**src/hw/rtl/blake2b_128_hash_core_assert.svh**
```systemverilog
// Assertion macros for the BLAKE2b-128 hash core
`ifndef BLAKE2B_128_HASH_CORE_ASSERT_SVH
`define BLAKE2B_128_HASH_CORE_ASSERT_SVH
`ifndef SYNTHESIS
`define B2B_ASSERT_IMP(label, clk, rst_n, a, c) \
    label: assert property (@(posedge clk) disable iff (!rst_n) (a) |-> (c)) \
        else $error("assertion failed");
`define B2B_ASSERT_NXT(label, clk, rst_n, a, c) \
    label: assert property (@(posedge clk) disable iff (!rst_n) (a) |=> (c)) \
        else $error("assertion failed");
`else
`define B2B_ASSERT_IMP(label, clk, rst_n, a, c)
`define B2B_ASSERT_NXT(label, clk, rst_n, a, c)
`endif
`endif

```
**src/hw/rtl/b2b_pkg.sv**
```systemverilog
// ----------------------------------------------------------------------------
// b2b_pkg
// Shared types and constants of the BLAKE2b-128 hash core.
// ----------------------------------------------------------------------------
`default_nettype none
package b2b_pkg;
    localparam logic [63:0] PARAM_WORD = 64'h0000_0000_0101_0010;

    typedef logic [63:0] word_t;

    // one beat from the front part to the compression part
    typedef struct packed {
        logic       store;  // write word into the block
        logic       flush;  // compress waiting full block as non-final first
        logic       fin;    // compress final block and emit
        logic [3:0] nb;     // bytes carried by the word
        word_t      word;
    } cmd_t;

    typedef enum logic [1:0] {
        ST_IDLE, ST_LOAD, ST_ROUND, ST_DONE
    } eng_state_t;

    function automatic word_t iv(input logic [2:0] i);
        word_t r;
        case (i)
            3'd0: r = 64'h6a09e667f3bcc908;
            3'd1: r = 64'hbb67ae8584caa73b;
            3'd2: r = 64'h3c6ef372fe94f82b;
            3'd3: r = 64'ha54ff53a5f1d36f1;
            3'd4: r = 64'h510e527fade682d1;
            3'd5: r = 64'h9b05688c2b3e6c1f;
            3'd6: r = 64'h1f83d9abfb41bd6b;
            default: r = 64'h5be0cd19137e2179;
        endcase
        return r;
    endfunction

    function automatic logic [3:0] sigma(input logic [3:0] r, input logic [3:0] k);
        logic [63:0] row;
        case (r)
            4'd0: row = 64'h0123456789abcdef;
            4'd1: row = 64'hea489fd61c02b753;
            4'd2: row = 64'hb8c052fdae367194;
            4'd3: row = 64'h7931dcbe265a40f8;
            4'd4: row = 64'h905724afe1bc683d;
            4'd5: row = 64'h2c6a0b834d75fe19;
            4'd6: row = 64'hc51fed4a0763928b;
            4'd7: row = 64'hdb7ec13950f4862a;
            4'd8: row = 64'h6fe9b308c2d714a5;
            default: row = 64'ha2847615fb9e3cd0;
        endcase
        return row[(4'd15 - k) * 4 +: 4];
    endfunction
endpackage
`default_nettype wire

```
**src/hw/rtl/b2b_front.sv**
```systemverilog
// ----------------------------------------------------------------------------
// b2b_front
// Accept message words, mask the last one and classify each into a command.
// ----------------------------------------------------------------------------
`default_nettype none
module b2b_front (
    input  wire logic           clk,
    input  wire logic           rst_n,
    input  wire logic           push,
    output logic                full,
    input  wire logic [63:0]    message_word,
    input  wire logic [3:0]     valid_bytes,
    input  wire logic           last_word,
    output b2b_pkg::cmd_t       cmd,
    output logic                cmd_valid,
    input  wire logic           cmd_ready
);
    logic [4:0] cnt_reg, cnt_next;
    logic [3:0] nb;
    logic [63:0] w;
    logic acc;

    assign full = !cmd_ready;
    assign acc  = push && cmd_ready;
    assign cmd_valid = acc;

    always_comb
    begin
        nb = (!last_word || valid_bytes > 4'd8) ? 4'd8 : valid_bytes;
        w  = message_word;
        for (int i = 0; i < 8; i++)
            if (4'(i) >= nb) w[i*8 +: 8] = 8'h00;
        cmd.word  = w;
        cmd.nb    = nb;
        cmd.flush = (cnt_reg == 5'd16) && (nb != 4'd0);
        cmd.store = (nb != 4'd0);
        cmd.fin   = last_word;
        cnt_next  = cnt_reg;
        if (acc)
        begin
            if (last_word) cnt_next = 5'd0;
            else if (cnt_reg == 5'd16) cnt_next = 5'd1;
            else cnt_next = cnt_reg + 5'd1;
        end
    end

    always_ff @(posedge clk or negedge rst_n)
    begin
        if (!rst_n) cnt_reg <= 5'd0;
        else        cnt_reg <= cnt_next;
    end
endmodule
`default_nettype wire

```
**config.mk**
```make
export PLATFORM = sky130hd
export DESIGN_NAME = b2b_front
export DESIGN_NICKNAME = d
export VERILOG_FILES = /design/src/hw/rtl/blake2b_128_hash_core_assert.svh /design/src/hw/rtl/b2b_pkg.sv /design/src/hw/rtl/b2b_front.sv
export SDC_FILE = /design/constraint.sdc
export NUM_CORES = 1
export LEC_CHECK = 0
export ABC_AREA = 1
export CORE_AREA = 2 2 57 59
export DETAILED_ROUTE_END_ITERATION = 8
export DIE_AREA = 0 0 59 61
export DONT_BUFFER_PORTS = 1
export PLACE_DENSITY = 0.56
export RECOVER_POWER = 100
export SYNTH_ARGS = -nofsm -noshare
export SYNTH_HDL_FRONTEND = slang
export SYNTH_SLANG_ARGS = --single-unit
```
**constraint.sdc**
```tcl
create_clock -name clk -period 2.4 [get_ports clk]
set_input_delay 0.48 -clock clk [delete_from_list [all_inputs] [get_ports clk]]
set_output_delay 0.48 -clock clk [all_outputs]
set_load 0.01 [all_outputs]
```
==> results of run 1 <==
-- layout make-up --
type	instances	area (sq um)
Clock buffer	4	26.3
Inverter	78	293
Multi-Input combinational cell	109	489
Tap cell	33	41.3
Sequential cell	5	125
Timing Repair Buffer	2	17.5
Fill cell	338	1960
-- cell usage in the layout, fill, tap and decap left out, drive strengths merged --
| master | Yosys | final |
|---|---|---|
| inv | 77 | 77 |
| nor2 | 65 | 65 |
| nand2 | 25 | 25 |
| nand3 | 5 | 5 |
| dfrtp | 5 | 5 |
| o21ai | 4 | 4 |
| clkbuf | 0 | 4 |
| nand4 | 3 | 3 |
| a21oi | 3 | 3 |
| ha | 2 | 2 |
| clkinv | 1 | 1 |
| xor2 | 1 | 1 |
| nor3 | 1 | 1 |
| dlygate4sd3 | 0 | 1 |
| buf | 3 | 1 |
-- metrics by stage --
stage                     worst slack [ns]  instances  utilization  total power [mW]  area, sq um
final                                0.371        231        0.336             0.360          992
after global routing                 0.182        231        0.336             0.393          992
after global placement               0.483        226        0.326             0.266          963
after detailed placement             0.446        226        0.326             0.264          963
after CTS                            0.445        231        0.339             0.368         1000
after floorplan                      0.763        195            -             0.244          941
-- worst min path at each step --
stage | slack [ns] | cells past startpoint | endpoint
after floorplan | 0.18 | 0 | cnt_reg[0]
after global placement | 0.18 | 0 | cnt_reg[2]
after detailed placement | 0.18 | 0 | cnt_reg[2]
after CTS | 0.44 | 3 | cnt_reg[2]
after global routing | 0.45 | 3 | cnt_reg[2]
final | 0.44 | 3 | cnt_reg[2]
-- worst min-delay path, cell delays in order --
cell	delay [ns]
nand2_1	0.06
nand2_1	0.06
nand2_1	0.05
-- logic make-up (layout without fill, tap and decap cells) --
group / count (synthesis) / in the layout / synth area share
buf+inv: 81 / 84 / 0.339
fa+ha+maj: 2 / 2 / 0.0266
flops: 5 / 5 / 0.133
simple gates: 99 / 99 / 0.427
compound gates: 7 / 7 / 0.0652
xor+xnor: 1 / 1 / 0.00931
-- per-layer routing --
metal / vias to the layer above / global-route usage / routed length, um / part of all wire
li1: 534 / - / - / -
met1: 407 / 0.135 / 1060 / 0.41
met2: 80 / 0.263 / 1320 / 0.51
met3: 0 / 0.0256 / 228 / 0.087
met4: 0 / 0.00974 / 0 / 0
met5: - / 0 / 0 / 0
-- power by group through the flow --
stage	Clock (mW)	Combinational [mW]	Sequential [mW]
final	0.0972	0.159	0.104
after detailed placement	0	0.159	0.105
after global routing	0.108	0.180	0.105
after CTS	0.101	0.163	0.104
after global placement	0	0.161	0.105
after floorplan	0	0.142	0.103
==> results.md, run 1 <==
* Status: finished clean
* Area contributors post-synth: inv_1 (29%), nor2_1 (25%), dfrtp_1 (13%)
* CP Cell Sequence: inv_1 -> nor2_1 -> nand2_1 -> nor2_1 -> nor2_1
* Setup Viol. Count Final at 0
* Vias post-DR at 1,021
* Initial antenna violation count at 0
* Fmax at 493 MHz
* CP startpoint kind: input pin
* Post-synth top flop: dfrtp_1
* Worst skew pair latency at 0.24 ns
* RePlAce Congestion at 0.754
* Commonest cells post-synth: inv_1 (73), nor2_1 (63), nand2_1 (25)
* Hold Slack at 0.445 ns
* Post-synth EDFFs at 0
* Register area share after synthesis at 0.133
* Ant. Diodes at 0
* TritonCTS Sinks at 5
* Flip-flop count of the largest register, all copies and words added at 5
* Die span in y at 61 um
* Top cell type's share of synthesized area at 0.291
* Combinational Power Share at 0.441
* Avg WL per Cell at 11.3 um
* Unrepaired setup endpoints after global routing: no
* DRC at 0
* Async SR Flop Fraction at 1.00
* Syn_area_per_cell at 4.83 sq um
* WP depth at 5
* Cells on worst reg2reg path at 8
* R2r endpoint: cnt_reg[0]
* Hold-fix buffers at CTS at 1
* Internal at 0.200 mW
* Post-synthesis register bit count at 5
* TritonCTS Buffers at 3
* Worst Setup SP: last_word
* Hold Startpoint: cmd_ready
* HPWL Detailed at 2310 um
* Slew @ Worst Pin at 0.440 ns
* Buf/Inv on CP at 1
* Row cnt at 20
* WP data required at 1.92 ns
* H-tree levels at 1
* Initial drt markers at 45
* Die Width at 59 um
* Final net count at 274
* RR Startpoint: cnt_reg[0]
* Die ar. at 0.00360 sq mm
* First-pass GRT wire length at 3450 um
* Max stage delay on crit path at 0.44 ns
* Pins Over Slew Limit at 0
* Dominant cell type by count on the critical path: nor2_1
* Largest net degree at the start of global routing at 12
* Max Clock Skew at 0.00272 ns
* Overflow left after global routing at 0
* CP max stage cell: nor2_1
* NetSw at 0.160 mW
* Drt pass-1 iters at 4
* Area leader, netlist: inv_1
* Worst hold path class: in -> reg
* Total track usage at 0.127
* Crit end category: primary output
* Routed vias/inst at 4.42
* Number of port buffers at 0
* Post-CTS sizing at 0
* Share of cells above drive strength 1 at 0.0455
* ANT nets after route at 0
* Pwr/cell area at 363 mW/mm^2
* Pleak at 0.724 nW
* Final TNS setup at 0 ns
* Final WL at 2620 um
* Initial core utilization at 0.319
* Max-slew headroom at 0.705
* Worst-path clk slew at 0.04 ns
* Part of the cycle the worst path needs at 0.845
* Syn_nets at 270
* CP max FO at 11
* Count leader, synth: inv_1
* Cells after Synth at 195
* Worst VDD drop at 124 uV
* Cell family with most CP delay: simple AND/OR/NAND/NOR gates
* Flop2flop setup slack at 1.16 ns
* Sw Ratio at 0.445
* Maxcap violations at 0
* Netlist cell types at 17
* WS Path Type: in -> out
* P&R area growth vs syn at 5.45%
* Netlist Area Pre-Place at 941 sq um
* Vias in the first global route at 799
* Final number of hold-violating endpoints at 0
* Flop pwr share at 0.289
* Core area at 0.00295 sq mm
* Post-CTS Setup Bufs at 0
* Root Buffer: clkbuf_4
* WP data arrival at 1.55 ns
* Min Clock Period, post-route at 2.03 ns
* Maximum clock path buffer count at 2
* Clock Power Share at 0.270
* I/O pins at 146
* Synth warn at 0
* Critical path endpoint: cmd[15]
* CTS tree: done
Note: power is estimated with default switching activity, not from simulation.
==> inputs of run 2 (changes only) <==
==> constraint.sdc (replaced) <==
create_clock -name clk -period 2.1 [get_ports clk]
set_input_delay 0.42 -clock clk [delete_from_list [all_inputs] [get_ports clk]]
set_output_delay 0.42 -clock clk [all_outputs]
set_load 0.01 [all_outputs]
==> run 2 against run 1 <==
Against the previous run: core utilization shrank 0.30 points; combinational power is 14% higher; critical path depth did not move; register-to-register slack lost 0.31 ns; largest cell class unchanged.
==> results.md, run 2 (synthesis results as in run 1) <==
* Final net count at 275 (+0.36%)
* NetSw at 0.187 mW (+17%)
* Initial antenna violation count at 0 (unchanged)
* Fmax at 544 MHz
* DP Area at 971 sq um (+0.78%)
* Number of port buffers at 0 (unchanged)
* Overflow left after global routing at 0 (unchanged)
* Maxcap violations at 0 (unchanged)
* Worst skew pair latency at 0.25 ns (about the same)
* Buf/Inv on CP at 1 (unchanged)
* Worst VDD drop at 130 uV (+5.0%)
* RePlAce Congestion at 0.757 (+0.32%)
* Slew @ Worst Pin at 0.394 ns (-0.0463 ns)
* Commonest non-fill, non-tap cell in the layout: inv_1
* Core area at 0.00295 sq mm (unchanged)
* Initial core utilization at 0.319 (unchanged)
* Flip-flop and latch area at 125 sq um (unchanged)
* CTS tree: done
* Final non-filler cell total at 232 (+0.43%)
* Post-CTS Setup Bufs at 0 (unchanged)
* Pleak at 0.728 nW (+0.59%)
* Die ar. at 0.00360 sq mm (unchanged)
* WP data arrival at 1.42 ns (-0.13 ns)
* Part of the cycle the worst path needs at 0.875
* Max-slew headroom at 0.737 (+0.0313)
* Initial drt markers at 52 (+16%)
* Filler Cells Inserted at 338 (unchanged)
* HPWL Detailed at 2270 um (-1.6%)
* First-pass GRT wire length at 3520 um (+2.0%)
* Final WL at 2600 um (-0.65%)
* CP max FO at 11 (unchanged)
* Worst Hold Path Cells at 3 (unchanged)
* H-tree levels at 1 (unchanged)
* WP data required at 1.68 ns (-0.24 ns)
* Status: finished clean
* Die Width at 59 um (unchanged)
* Flop pwr share at 0.287 (-0.002)
* R2r endpoint: cnt_reg[4]
* Placed insts at 227 (+0.44%)
* Worst Hold Path EP: cnt_reg[3]
* Pins Over Slew Limit at 0 (unchanged)
* Max Clock Skew at 0.00502 ns (+0.00231 ns)
* Commonest non-fill, non-tap cells in the layout: inv_1 (76), nor2_1 (63), nand2_1 (25), nand3_1 (5), dfrtp_1 (5)
* Tot Pwr at 0.413 mW (+15%)
* Sw Ratio at 0.454 (+0.00892)
* CP startpoint kind: input pin
* Post-CTS sizing at 0 (unchanged)
* Unrepaired setup endpoints after global routing: no
* Die span in y at 61 um (unchanged)
* Area of the multi-input gates at 472 sq um (-3.6%)
* Share of cells above drive strength 1 at 0.0603 (+0.0148)
* Total track usage at 0.128 (+0.000886)
* Drt pass-1 iters at 4 (unchanged)
* Flip-flop count of the largest register, all copies and words added at 5 (unchanged)
* DRC at 0 (unchanged)
* Finished Cell Area at 983 sq um (-0.88%)
* Largest net degree at the start of global routing at 12 (unchanged)
* I/O pins at 146 (unchanged)
* Maximum clock path buffer count at 2 (unchanged)
* WS Path Type: in -> out
* Pwr/cell area at 420 mW/mm^2 (+16%)
* Row cnt at 20 (unchanged)
* Worst-path clk slew at 0.05 ns (about the same)
* TritonCTS Sinks at 5 (unchanged)
* TritonCTS Buffers at 3 (unchanged)
* Dominant cell type by count on the critical path: nor2_1
* Cell family with most CP delay: simple AND/OR/NAND/NOR gates
* Routed vias/inst at 4.47 (+1.0%)
* Min Clock Period, post-route at 1.84 ns
* ANT nets after route at 0 (unchanged)
* Setup Viol. Count Final at 0 (unchanged)
* Avg WL per Cell at 11.2 um (-1.1%)
* Clock Power Share at 0.275 (+0.005)
* Root Buffer: clkbuf_4
* Final number of hold-violating endpoints at 0 (unchanged)
* Hold Startpoint: cmd_ready
* CP Cell Sequence: inv_1 -> nor2_1 -> nand2_1 -> nor2_2 -> nor2_1
* CP max stage cell: nor2_2
* Worst hold path class: in -> reg
* Flop2flop setup slack at 0.85 ns (-0.31 ns)
* Cells on worst reg2reg path at 9 (+1)
* Hold-fix buffers at CTS at 1 (unchanged)
* Vias in the first global route at 801 (+0.25%)
* Ant. Diodes at 0 (unchanged)
* P&R area growth vs syn at 4.52%
* Max stage delay on crit path at 0.39 ns (-0.05 ns)
* RR Startpoint: cnt_reg[0]
* Internal at 0.226 mW (+13%)
* Combinational Power Share at 0.438 (-0.003)
* Vias post-DR at 1,036 (+1.5%)
* Crit end category: primary output
* Final TNS setup at 0 ns (unchanged)
[run 2: through the flow]
step	util	worst slack, ns	hold WS, ns
finish	0.333	0.262	0.385
global route	0.333	0.0742	0.380
CTS	0.342	0.261	0.371
detailed placement	0.329	0.263	0.125
global placement	0.329	0.292	0.125
floorplan	-	0.583	0.124
[run 2: routing by layer]
layer | routed length [um] | vias to the layer above | GRT usage
met5 | 0 | - | 0
met4 | 0 | 0 | 0.00974
met3 | 241 | 0 | 0.0213
met2 | 1350 | 85 | 0.267
met1 | 1010 | 417 | 0.137
li1 | - | 534 | -
[run 2: worst max path at each step]
stage / slack (ns) / from / end / depth (start not counted)
floorplan: 0.58 / last_word / cmd[32] / 6
global placement: 0.29 / last_word / cmd[17] / 5
global route: 0.07 / last_word / cmd[69] / 5
detailed placement: 0.26 / last_word / cmd[17] / 5
CTS: 0.26 / last_word / cmd[17] / 5
finish: 0.26 / last_word / cmd[69] / 5
[run 2: power by group through the flow]
stage | Sequential (mW) | Combinational, mW | Clock (mW)
after floorplan | 0.117 | 0.162 | 0
after global placement | 0.121 | 0.186 | 0
after detailed placement | 0.120 | 0.183 | 0
after CTS | 0.118 | 0.188 | 0.118
after global routing | 0.120 | 0.204 | 0.125
final | 0.119 | 0.181 | 0.113
[run 2: area by class of cell]
cell class	instances	share of cell area
clock inverter	1	0.00509
inverter	78	0.298
clock buffer	3	0.0229
tap	33	0.0420
multi-input combinational	109	0.480
sequential	5	0.127
timing repair buffer	3	0.0254
[run 2: worst reg2reg max path: stages, from the launching register on]
cell and delay, ns:
dfrtp_1 0.41, inv_1 0.08, ha_1 0.20, nand2_1 0.05, inv_1 0.03, nand2_1 0.12, nand2_1 0.07, nand2_1 0.06
nand2_1 0.05, nor2_1 0.09
