--- config.mk ---
export PLATFORM = sky130hd
export DESIGN_NAME = b2b_queue
export DESIGN_NICKNAME = d
export VERILOG_FILES = /design/src/hw/rtl/b2b_pkg.sv /design/src/hw/rtl/b2b_queue.sv
export VERILOG_INCLUDE_DIRS = /design/src /design/src/hw/rtl
export SDC_FILE = /design/constraint.sdc
export NUM_CORES = 1
export LEC_CHECK = 0
export ABC_AREA = 1
export BUFFER_PORTS_ARGS = -buffer_cell sky130_fd_sc_hd__buf_4
export CORE_UTILIZATION = 25
export DETAILED_ROUTE_END_ITERATION = 10
export GPL_ROUTABILITY_DRIVEN = 1
export PLACE_DENSITY_LB_ADDON = 0.15
export SLEW_MARGIN = 20
export SYNTH_ARGS = -nofsm -noshare
export SYNTH_HDL_FRONTEND = slang
export SYNTH_SLANG_ARGS = --single-unit
export TNS_END_PERCENT = 50
--- constraint.sdc ---
create_clock -name clk -period 4.4 [get_ports clk]
set_input_delay 1.1 -clock clk [delete_from_list [all_inputs] [get_ports clk]]
set_output_delay 1.1 -clock clk [all_outputs]
set_load 0.03 [all_outputs]
--- src/hw/rtl/blake2b_128_hash_core_assert.svh ---
// Assertion macros for the BLAKE2b-128 hash core
`ifndef BLAKE2B_128_HASH_CORE_ASSERT_SVH
`define BLAKE2B_128_HASH_CORE_ASSERT_SVH
`ifndef SYNTHESIS
`define B2B_ASSERT_IMP(label, clk, rst_n, a, c) \
    label: assert property (@(posedge clk) disable iff (!rst_n) (a) |-> (c)) \
        else $error("assertion failed");
`define B2B_ASSERT_NXT(label, clk, rst_n, a, c) \
    label: assert property (@(posedge clk) disable iff (!rst_n) (a) |=> (c)) \
        else $error("assertion failed");
`else
`define B2B_ASSERT_IMP(label, clk, rst_n, a, c)
`define B2B_ASSERT_NXT(label, clk, rst_n, a, c)
`endif
`endif

--- src/hw/rtl/b2b_pkg.sv ---
// ----------------------------------------------------------------------------
// b2b_pkg
// Shared types and constants of the BLAKE2b-128 hash core.
// ----------------------------------------------------------------------------
`default_nettype none
package b2b_pkg;
    localparam logic [63:0] PARAM_WORD = 64'h0000_0000_0101_0010;

    typedef logic [63:0] word_t;

    // one beat from the front part to the compression part
    typedef struct packed {
        logic       store;  // write word into the block
        logic       flush;  // compress waiting full block as non-final first
        logic       fin;    // compress final block and emit
        logic [3:0] nb;     // bytes carried by the word
        word_t      word;
    } cmd_t;

    typedef enum logic [1:0] {
        ST_IDLE, ST_LOAD, ST_ROUND, ST_DONE
    } eng_state_t;

    function automatic word_t iv(input logic [2:0] i);
        word_t r;
        case (i)
            3'd0: r = 64'h6a09e667f3bcc908;
            3'd1: r = 64'hbb67ae8584caa73b;
            3'd2: r = 64'h3c6ef372fe94f82b;
            3'd3: r = 64'ha54ff53a5f1d36f1;
            3'd4: r = 64'h510e527fade682d1;
            3'd5: r = 64'h9b05688c2b3e6c1f;
            3'd6: r = 64'h1f83d9abfb41bd6b;
            default: r = 64'h5be0cd19137e2179;
        endcase
        return r;
    endfunction

    function automatic logic [3:0] sigma(input logic [3:0] r, input logic [3:0] k);
        logic [63:0] row;
        case (r)
            4'd0: row = 64'h0123456789abcdef;
            4'd1: row = 64'hea489fd61c02b753;
            4'd2: row = 64'hb8c052fdae367194;
            4'd3: row = 64'h7931dcbe265a40f8;
            4'd4: row = 64'h905724afe1bc683d;
            4'd5: row = 64'h2c6a0b834d75fe19;
            4'd6: row = 64'hc51fed4a0763928b;
            4'd7: row = 64'hdb7ec13950f4862a;
            4'd8: row = 64'h6fe9b308c2d714a5;
            default: row = 64'ha2847615fb9e3cd0;
        endcase
        return row[(4'd15 - k) * 4 +: 4];
    endfunction
endpackage
`default_nettype wire

--- src/hw/rtl/b2b_queue.sv ---
// ----------------------------------------------------------------------------
// b2b_queue
// Two-entry command queue between the front part and the compression part.
// ----------------------------------------------------------------------------
`default_nettype none
`include "blake2b_128_hash_core_assert.svh"
module b2b_queue (
    input  wire logic           clk,
    input  wire logic           rst_n,
    input  wire b2b_pkg::cmd_t  in_cmd,
    input  wire logic           in_valid,
    output logic                in_ready,
    output b2b_pkg::cmd_t       out_cmd,
    output logic                out_valid,
    input  wire logic           out_ready
);
    b2b_pkg::cmd_t mem_reg [2];
    logic wp_reg, rp_reg;
    logic [1:0] cnt_reg;
    logic wr, rd;

    assign in_ready  = cnt_reg != 2'd2;
    assign out_valid = cnt_reg != 2'd0;
    assign out_cmd   = mem_reg[rp_reg];
    assign wr = in_valid && in_ready;
    assign rd = out_valid && out_ready;

    always_ff @(posedge clk)
    begin
        if (wr) mem_reg[wp_reg] <= in_cmd;
    end

    always_ff @(posedge clk or negedge rst_n)
    begin
        if (!rst_n)
        begin
            wp_reg <= 1'b0; rp_reg <= 1'b0; cnt_reg <= 2'd0;
        end
        else
        begin
            if (wr) wp_reg <= !wp_reg;
            if (rd) rp_reg <= !rp_reg;
            cnt_reg <= cnt_reg + 2'(wr) - 2'(rd);
        end
    end

    `B2B_ASSERT_IMP(a_q_bound, clk, rst_n, 1'b1, cnt_reg != 2'd3)
    `B2B_ASSERT_NXT(a_q_ptr, clk, rst_n, wr && !rd && cnt_reg == 2'd1, cnt_reg == 2'd2)
    `B2B_ASSERT_IMP(a_q_eq, clk, rst_n, cnt_reg == 2'd0 || cnt_reg == 2'd2,
        wp_reg == rp_reg)
endmodule
`default_nettype wire

==> results.sh, run 1 <==
export IMPL_outcome="finished clean"
export IMPL_initial_core_util_pct=25.57
export IMPL_post_cts_buffers=0
export IMPL_die_h_microns=148.9
export IMPL_grt_use_total_pct=11.41
export IMPL_r2r_end="mem_reg[0][39]$_DFFE_PP_"
export IMPL_synth_seq_area_share_pct=80.93
export IMPL_dp_hpwl_microns=7099
export IMPL_ir_worst_vdd_uv=266.0
export IMPL_synth_seq_cells=146
export IMPL_grt_max_degree=73
export IMPL_dpl_instance_area_sq_um=6794
export IMPL_crit_path_frequent_cell="nand2_1"
export IMPL_routed_wl_microns=12010
export IMPL_hold_viol=0
export IMPL_final_cell_mix="nand2_1, buf_4, edfxtp_1, clkbuf_16, inv_1"
export IMPL_antenna_cells=0
export IMPL_clkTransAtPathRegs_ns=0.06
export IMPL_drt_iter0_drc=146
export IMPL_gp_congestion=0.6673
export IMPL_ant_nets=0
export IMPL_grt_pass1_vias=3441
export IMPL_antenna_found_initial=0
export IMPL_cts_root_buf="clkbuf_16"
export IMPL_period_minus_slack_ns=3.336
export IMPL_reg2reg_depth=4
export IMPL_syn2layout_area_growth_pct=37.05
export IMPL_cp_num_cells=4
export IMPL_final_max_slew_viol_count=0
export IMPL_worstPathRequired_ns=3.30
export IMPL_clock_sinks=146
export IMPL_drtPass1Iterations=4
export IMPL_r2r_start="cnt_reg[1]$_DFF_PN0_"
export IMPL_cts_resized=0
export IMPL_setup_viol=0
export IMPL_via_per_inst=3.979
export IMPL_dieWidth_microns=148.9
export IMPL_hp_class="input pin to asynchronous set/reset pin"
export IMPL_fin_skew_ns=0.004873
export IMPL_core_sq_um=21090
export IMPL_ys_types=16
export IMPL_worstSetupPathType="register to output pin"
export IMPL_rsz0062_at_grt="no"
export IMPL_crit_fanout=72
export IMPL_clk_latency_ns=0.40
export IMPL_vias=3354
export IMPL_netlist_instances=402
export IMPL_cp_slowest_stage_delay_ns=0.72
export IMPL_layout_commonest_cell="nand2_1"
export IMPL_path_delay_family="buffers and inverters"
export IMPL_fill_cells=2114
export IMPL_largest_reg_flops=142
export IMPL_cp_arrival_ns=2.24
export IMPL_slew_headroom_pct=29.88
export IMPL_maxCapViolations=0
export IMPL_drc_errors=0
export IMPL_grt_pass1_wl_microns=18520
export IMPL_critPathSlowestCell="inv_4"
export IMPL_routedWlPerCell_microns=14.25
export IMPL_cts_buffer_depth=2
export IMPL_cp_end_kind="output pin"
export IMPL_finalCritPeriodShare_pct=75.81
export IMPL_worst_pin_slew_ns=1.052
export IMPL_numCtsBuffers=17
export IMPL_yosys_warnings=0
export IMPL_drive_above_1_share_pct=32.22
export IMPL_tns_ns=0
export IMPL_crit_chain="inv_4 -> nand2_1 -> nand2_1 -> buf_4"
export IMPL_syn_avg_cell_area_sq_um=13.41
export IMPL_fin_nets=632
export IMPL_io_pins=148
export IMPL_fmax_mhz=299.8
export IMPL_grt_overflow=0
export IMPL_p_per_area_nw_per_um2=771.2
export IMPL_rows=53
export IMPL_power_leakage_nw=3.094
export IMPL_syn_nets=478
export IMPL_start_kind="register"
export IMPL_die_area_sq_um=22160
export IMPL_io_buffers=147
export IMPL_finalInstanceArea_sq_um=7391
export IMPL_reg2reg_slack_ns=2.40
export IMPL_hold_buffers=0
export IMPL_h_tree_depth=4
export IMPL_syn_area_sq_um=5393
export IMPL_cts_tree="done"
export IMPL_worstPathBufferInverterCount=2
==> power breakdown <==
| part | leakage (nW) | internal [mW] | switching (mW) |
|---|---|---|---|
| Clock | 0.282 | 0.935 | 0.531 |
| Sequential | 1.36 | 1.90 | 0.133 |
| Combinational | 1.45 | 0.681 | 1.52 |
==> worst register-to-register path: stages, from the launching register on <==
cell	delay (ns)
dfrtp_1	0.42
nand2_2	0.13
nand2_2	0.12
nor2_4	0.09
buf_4	0.78
==> worst max-delay path by stage <==
| stage | from | to | slack, ns |
|---|---|---|---|
| 2_1_floorplan | in_valid | mem_reg[1][0]$_DFFE_PP_ | 0.93 |
| 3_3_place_gp | rp_reg$_DFFE_PN0P_ | out_cmd[31] | 1.41 |
| 3_5_place_dp | rp_reg$_DFFE_PN0P_ | out_cmd[31] | 1.40 |
| 4_1_cts | rp_reg$_DFFE_PN0P_ | out_cmd[31] | 0.93 |
| 5_1_grt | rp_reg$_DFFE_PN0P_ | out_cmd[9] | 0.80 |
| 6_report | rp_reg$_DFFE_PN0P_ | out_cmd[21] | 1.06 |
==> cell type report <==
class	count	area, sq um	area share [%]
Timing Repair Buffer	150	1139	15.41
Tap cell	275	344.1	4.655
Clock inverter	13	167.7	2.268
Clock buffer	18	429.2	5.807
Sequential cell	146	4365	59.07
Multi-Input combinational cell	233	913.4	12.36
Inverter	8	32.53	0.4402
==> routing by layer <==
| metal | up-vias | wire (microns) | track usage [%] |
|---|---|---|---|
| li1 | 1649 | - | - |
| met1 | 1594 | 5301 | 13.97 |
| met2 | 104 | 5846 | 18.57 |
| met3 | 7 | 730 | 3.731 |
| met4 | 0 | 130 | 4.541 |
| met5 | - | 0 | 0 |
==> Yosys cell counts <==
master / number / share of area, %
nor2_1: 4 / 0.28
edfxtp_1: 142 / 79
nand2_2: 2 / 0.23
inv_1: 6 / 0.42
inv_4: 1 / 0.12
nand3_1: 2 / 0.19
buf_2: 7 / 0.65
nor2_2: 1 / 0.12
nand2_1: 220 / 15
inv_2: 1 / 0.070
ha_1: 1 / 0.23
a21oi_1: 1 / 0.093
dfrtp_1: 4 / 1.9
o21ai_1: 1 / 0.093
buf_4: 8 / 1.1
xor2_1: 1 / 0.16
==> cells by family after synthesis <==
logic type,count (synthesis),share of synthesized area (%)
adder cells (fa/ha/maj),1,0.2320
AND/OR/NAND/NOR,229,16.13
AO/OA/AOI/OAI,2,0.1854
buffers and inverters,23,2.367
flip-flops,146,80.93
XOR/XNOR,1,0.1624
==> metrics by stage <==
step	instances	power (mW)	utilization (%)	setup slack [ns]	hold slack, ns
final	843	5.700	35.05	1.064	0.4808
after global routing	843	6.031	35.05	0.8041	0.4493
after CTS	843	5.811	35.05	0.9267	0.4548
after detailed placement	812	4.322	32.22	1.397	0.5739
after global placement	812	4.304	32.22	1.405	0.5617
after floorplan	402	3.441	-	0.9284	0.5035
Note: power is estimated with default switching activity, not from simulation.
==> run 2, diff against run 1 <==
--- a/config.mk
+++ b/config.mk
@@ -6,7 +6,7 @@
 export SDC_FILE = /design/constraint.sdc
 export NUM_CORES = 1
 export LEC_CHECK = 0
-export ABC_AREA = 1
+export ABC_AREA = 0
 export BUFFER_PORTS_ARGS = -buffer_cell sky130_fd_sc_hd__buf_4
 export CORE_UTILIZATION = 25
 export DETAILED_ROUTE_END_ITERATION = 10
==> constraint.sdc (replaced) <==
create_clock -name clk -period 3.2 [get_ports clk]
set_input_delay 0.8 -clock clk [delete_from_list [all_inputs] [get_ports clk]]
set_output_delay 0.8 -clock clk [all_outputs]
set_load 0.03 [all_outputs]
==> run 2 against run 1 <==
  * Via count is 16% lower
  * Critical path depth shrank 1
  * Routed wire length decreased by 10%
  * Register-to-register slack got worse by 0.94 ns
  * Sequential power is 35% higher
  * Clock skew increased by 0.0058 ns
  * Non-clock buffer count up 4
  * Total power is 30% higher
  * Synthesized cell count shrank 40%
  * Final cell count down 17%
  * Die area shrank 0.89%
  * Critical path type unchanged
  * Critical endpoint is now out_cmd[40]
  * Largest power group is now sequential cells
  * Highest routed layer unchanged
==> results.sh, run 2 <==
export IMPL_routedWlPerCell_microns=15.50
export IMPL_clkTransAtPathRegs_ns=0.07
export IMPL_synth_top_area_share_pct=79.79
export IMPL_largest_reg_flops=142
export IMPL_cts_buffer_depth=2
export IMPL_drc_errors=0
export IMPL_numCtsBuffers=17
export IMPL_fmax_mhz=366.7
export IMPL_power_frac_comb_pct=37.0
export IMPL_hold_viol=0
export IMPL_ys_types=18
export IMPL_hp_class="input pin to asynchronous set/reset pin"
export IMPL_slew_headroom_pct=59.30
export IMPL_cp_arrival_ns=1.93
export IMPL_worst_pin_slew_ns=0.6105
export IMPL_rsz0062_at_grt="no"
export IMPL_clk_latency_ns=0.42
export IMPL_netlist_top_cells_count="edfxtp_1, mux2_2, buf_4, dfrtp_1"
export IMPL_period_minus_slack_ns=2.727
export IMPL_cts_tree="done"
export IMPL_antenna_cells=0
export IMPL_ant_nets=0
export IMPL_p_per_area_nw_per_um2=998.7
export IMPL_dieWidth_microns=148.2
export IMPL_cts_root_buf="clkbuf_16"
export IMPL_post_cts_buffers=0
export IMPL_outcome="finished clean"
export IMPL_via_per_inst=4.026
export IMPL_syn2layout_area_growth_pct=38.40
export IMPL_grt_pass1_wl_microns=16550
export IMPL_fin_nets=484
export IMPL_worstPathRequired_ns=2.40
export IMPL_drive_above_1_share_pct=62.23
export IMPL_crit_fanout=26
export IMPL_yosysMostFrequentCell="edfxtp_1"
export IMPL_dp_slack_ns=0.8768
export IMPL_synth_seq_cells=146
export IMPL_p_total_mw=7.386
export IMPL_synth_top_cell_by_area="edfxtp_1"
export IMPL_ys_top_cells_by_area="edfxtp_1, mux2_2, dfrtp_1, buf_4, xnor2_1"
export IMPL_syn_nets=319
export IMPL_worstSetupPathType="register to output pin"
export IMPL_final_max_slew_viol_count=0
export IMPL_initial_core_util_pct=25.42
export IMPL_clock_sinks=146
export IMPL_die_h_microns=148.2
export IMPL_maxCapViolations=0
export IMPL_drtPass1Iterations=4
export IMPL_fin_skew_ns=0.01064
export IMPL_ir_worst_vdd_uv=421.7
export IMPL_syn_area_sq_um=5344
export IMPL_layout_commonest_cell="buf_4"
export IMPL_yosys_warnings=0
export IMPL_multi_input_area_sq_um=933.4
export IMPL_holdWs_ns=0.1718
export IMPL_grt_pass1_vias=3057
export IMPL_ys_flop_type="edfxtp_1"
export IMPL_sequentialPowerShare_pct=37.2
export IMPL_finalCritPeriodShare_pct=85.23
export IMPL_dp_hpwl_microns=6733
export IMPL_io_pins=148
export IMPL_regArea_sq_um=4368
export IMPL_final_cell_mix="buf_4, edfxtp_1, mux2_2, clkbuf_16, clkinv_4"
export IMPL_tns_ns=0
export IMPL_routed_wl_microns=10790
export IMPL_cp_end_kind="output pin"
export IMPL_setup_slack_ns=0.4727
export IMPL_internal_power_mw=4.751
export IMPL_p_clk_share_pct=25.8
export IMPL_p_switching_mw=2.635
export IMPL_vias=2802
export IMPL_setup_viol=0
export IMPL_antenna_found_initial=0
export IMPL_grt_overflow=0
export IMPL_final_util_pct=35.18
export IMPL_core_sq_um=21020
export IMPL_async_flop_share_pct=2.740
export IMPL_io_buffers=147
export IMPL_netlist_instances=243
export IMPL_power_leakage_nw=2.716
export IMPL_drt_iter0_drc=124
export IMPL_synth_enable_flop_cells=142
export IMPL_rows=53
export IMPL_start_kind="register"
export IMPL_gp_congestion=0.6671
export IMPL_synth_seq_area_share_pct=81.67
export IMPL_h_tree_depth=4
export IMPL_cts_resized=0
export IMPL_syn_avg_cell_area_sq_um=21.99
export IMPL_p_sw_share_pct=35.68
export IMPL_fill_cells=2003
export IMPL_die_area_sq_um=21960
export IMPL_hold_buffers=0
export IMPL_grt_max_degree=43
export IMPL_grt_use_total_pct=10.30
==> run 2: cell types whose count changed in the layout (fill, tap and decap cells not counted), sizes merged, moves of 2 or more <==
| cell | delta |
|---|---|
| nand2 | -220 |
| mux2 | +71 |
| buf | +4 |
| bufinv | -4 |
| xnor2 | +3 |
| nor2 | -2 |
==> run 2: through the flow <==
| stage | cell area [sq um] | cells |
|---|---|---|
| floorplan | 5346 | 243 |
| global placement | 6827 | 664 |
| detailed placement | 6827 | 664 |
| CTS | 7396 | 696 |
| global route | 7396 | 696 |
| finish | 7396 | 696 |
==> run 2: layer usage <==
metal	up-vias	track usage [%]	part of all wire, %
met4	0	5.103	1.5
met5	-	0	0
met3	14	4.417	6.9
met2	95	16.34	48
met1	1395	11.89	43
li1	1298	-	-
==> run 2: critical path, stage by stage, from the launching register on <==
cell and delay (ns):
dfrtp_4 0.54, buf_4 0.38, mux2_2 0.39, buf_4 0.17
==> run 2: final timing paths <==
check	from	end	slack, ns	cells past startpoint
max in group asynchronous	rst_n	rp_reg$_DFFE_PN0P_	2.90	1
min in group clk	in_cmd[14]	mem_reg[1][14]$_DFFE_PP_	0.56	1
min	rst_n	cnt_reg[0]$_DFF_PN0_	0.17	1
max reg2reg	cnt_reg[0]$_DFF_PN0_	mem_reg[1][36]$_DFFE_PP_	1.46	3
min reg2reg	wp_reg$_DFFE_PN0P_	wp_reg$_DFFE_PN0P_	0.57	1
max	rp_reg$_DFFE_PN0P_	out_cmd[40]	0.47	3
==> run 2: cell families (layout without fill, tap and decap cells) <==
kind of cell,count (synthesis),in the layout,share of synthesized area [%]
adders and majority gates,1,1,0.2341
xor gates and xnor gates,3,3,0.4918
muxes,71,71,14.96
buffers and inverters,8,186,1.077
and+or+nand+nor,11,11,1.124
AOI/OAI and AO/OA,3,3,0.4448
DFF,146,146,81.67
==> run 2: power by group through the flow <==
stage | sequential [mW] | clock (mW) | combinational, mW
2_1_floorplan | 2.74 | 0 | 1.83
3_3_place_gp | 2.77 | 0 | 2.79
3_5_place_dp | 2.80 | 0 | 2.79
4_1_cts | 2.75 | 1.98 | 2.80
5_1_grt | 2.79 | 2.06 | 2.91
6_report | 2.75 | 1.90 | 2.73
==> run 2: cell type report <==
class	instances	share of cell area [%]
sequential	146	59.06
multi-input combinational	89	12.62
tap	275	4.652
timing repair buffer	154	15.97
clock buffer	17	5.752
clock inverter	15	1.946
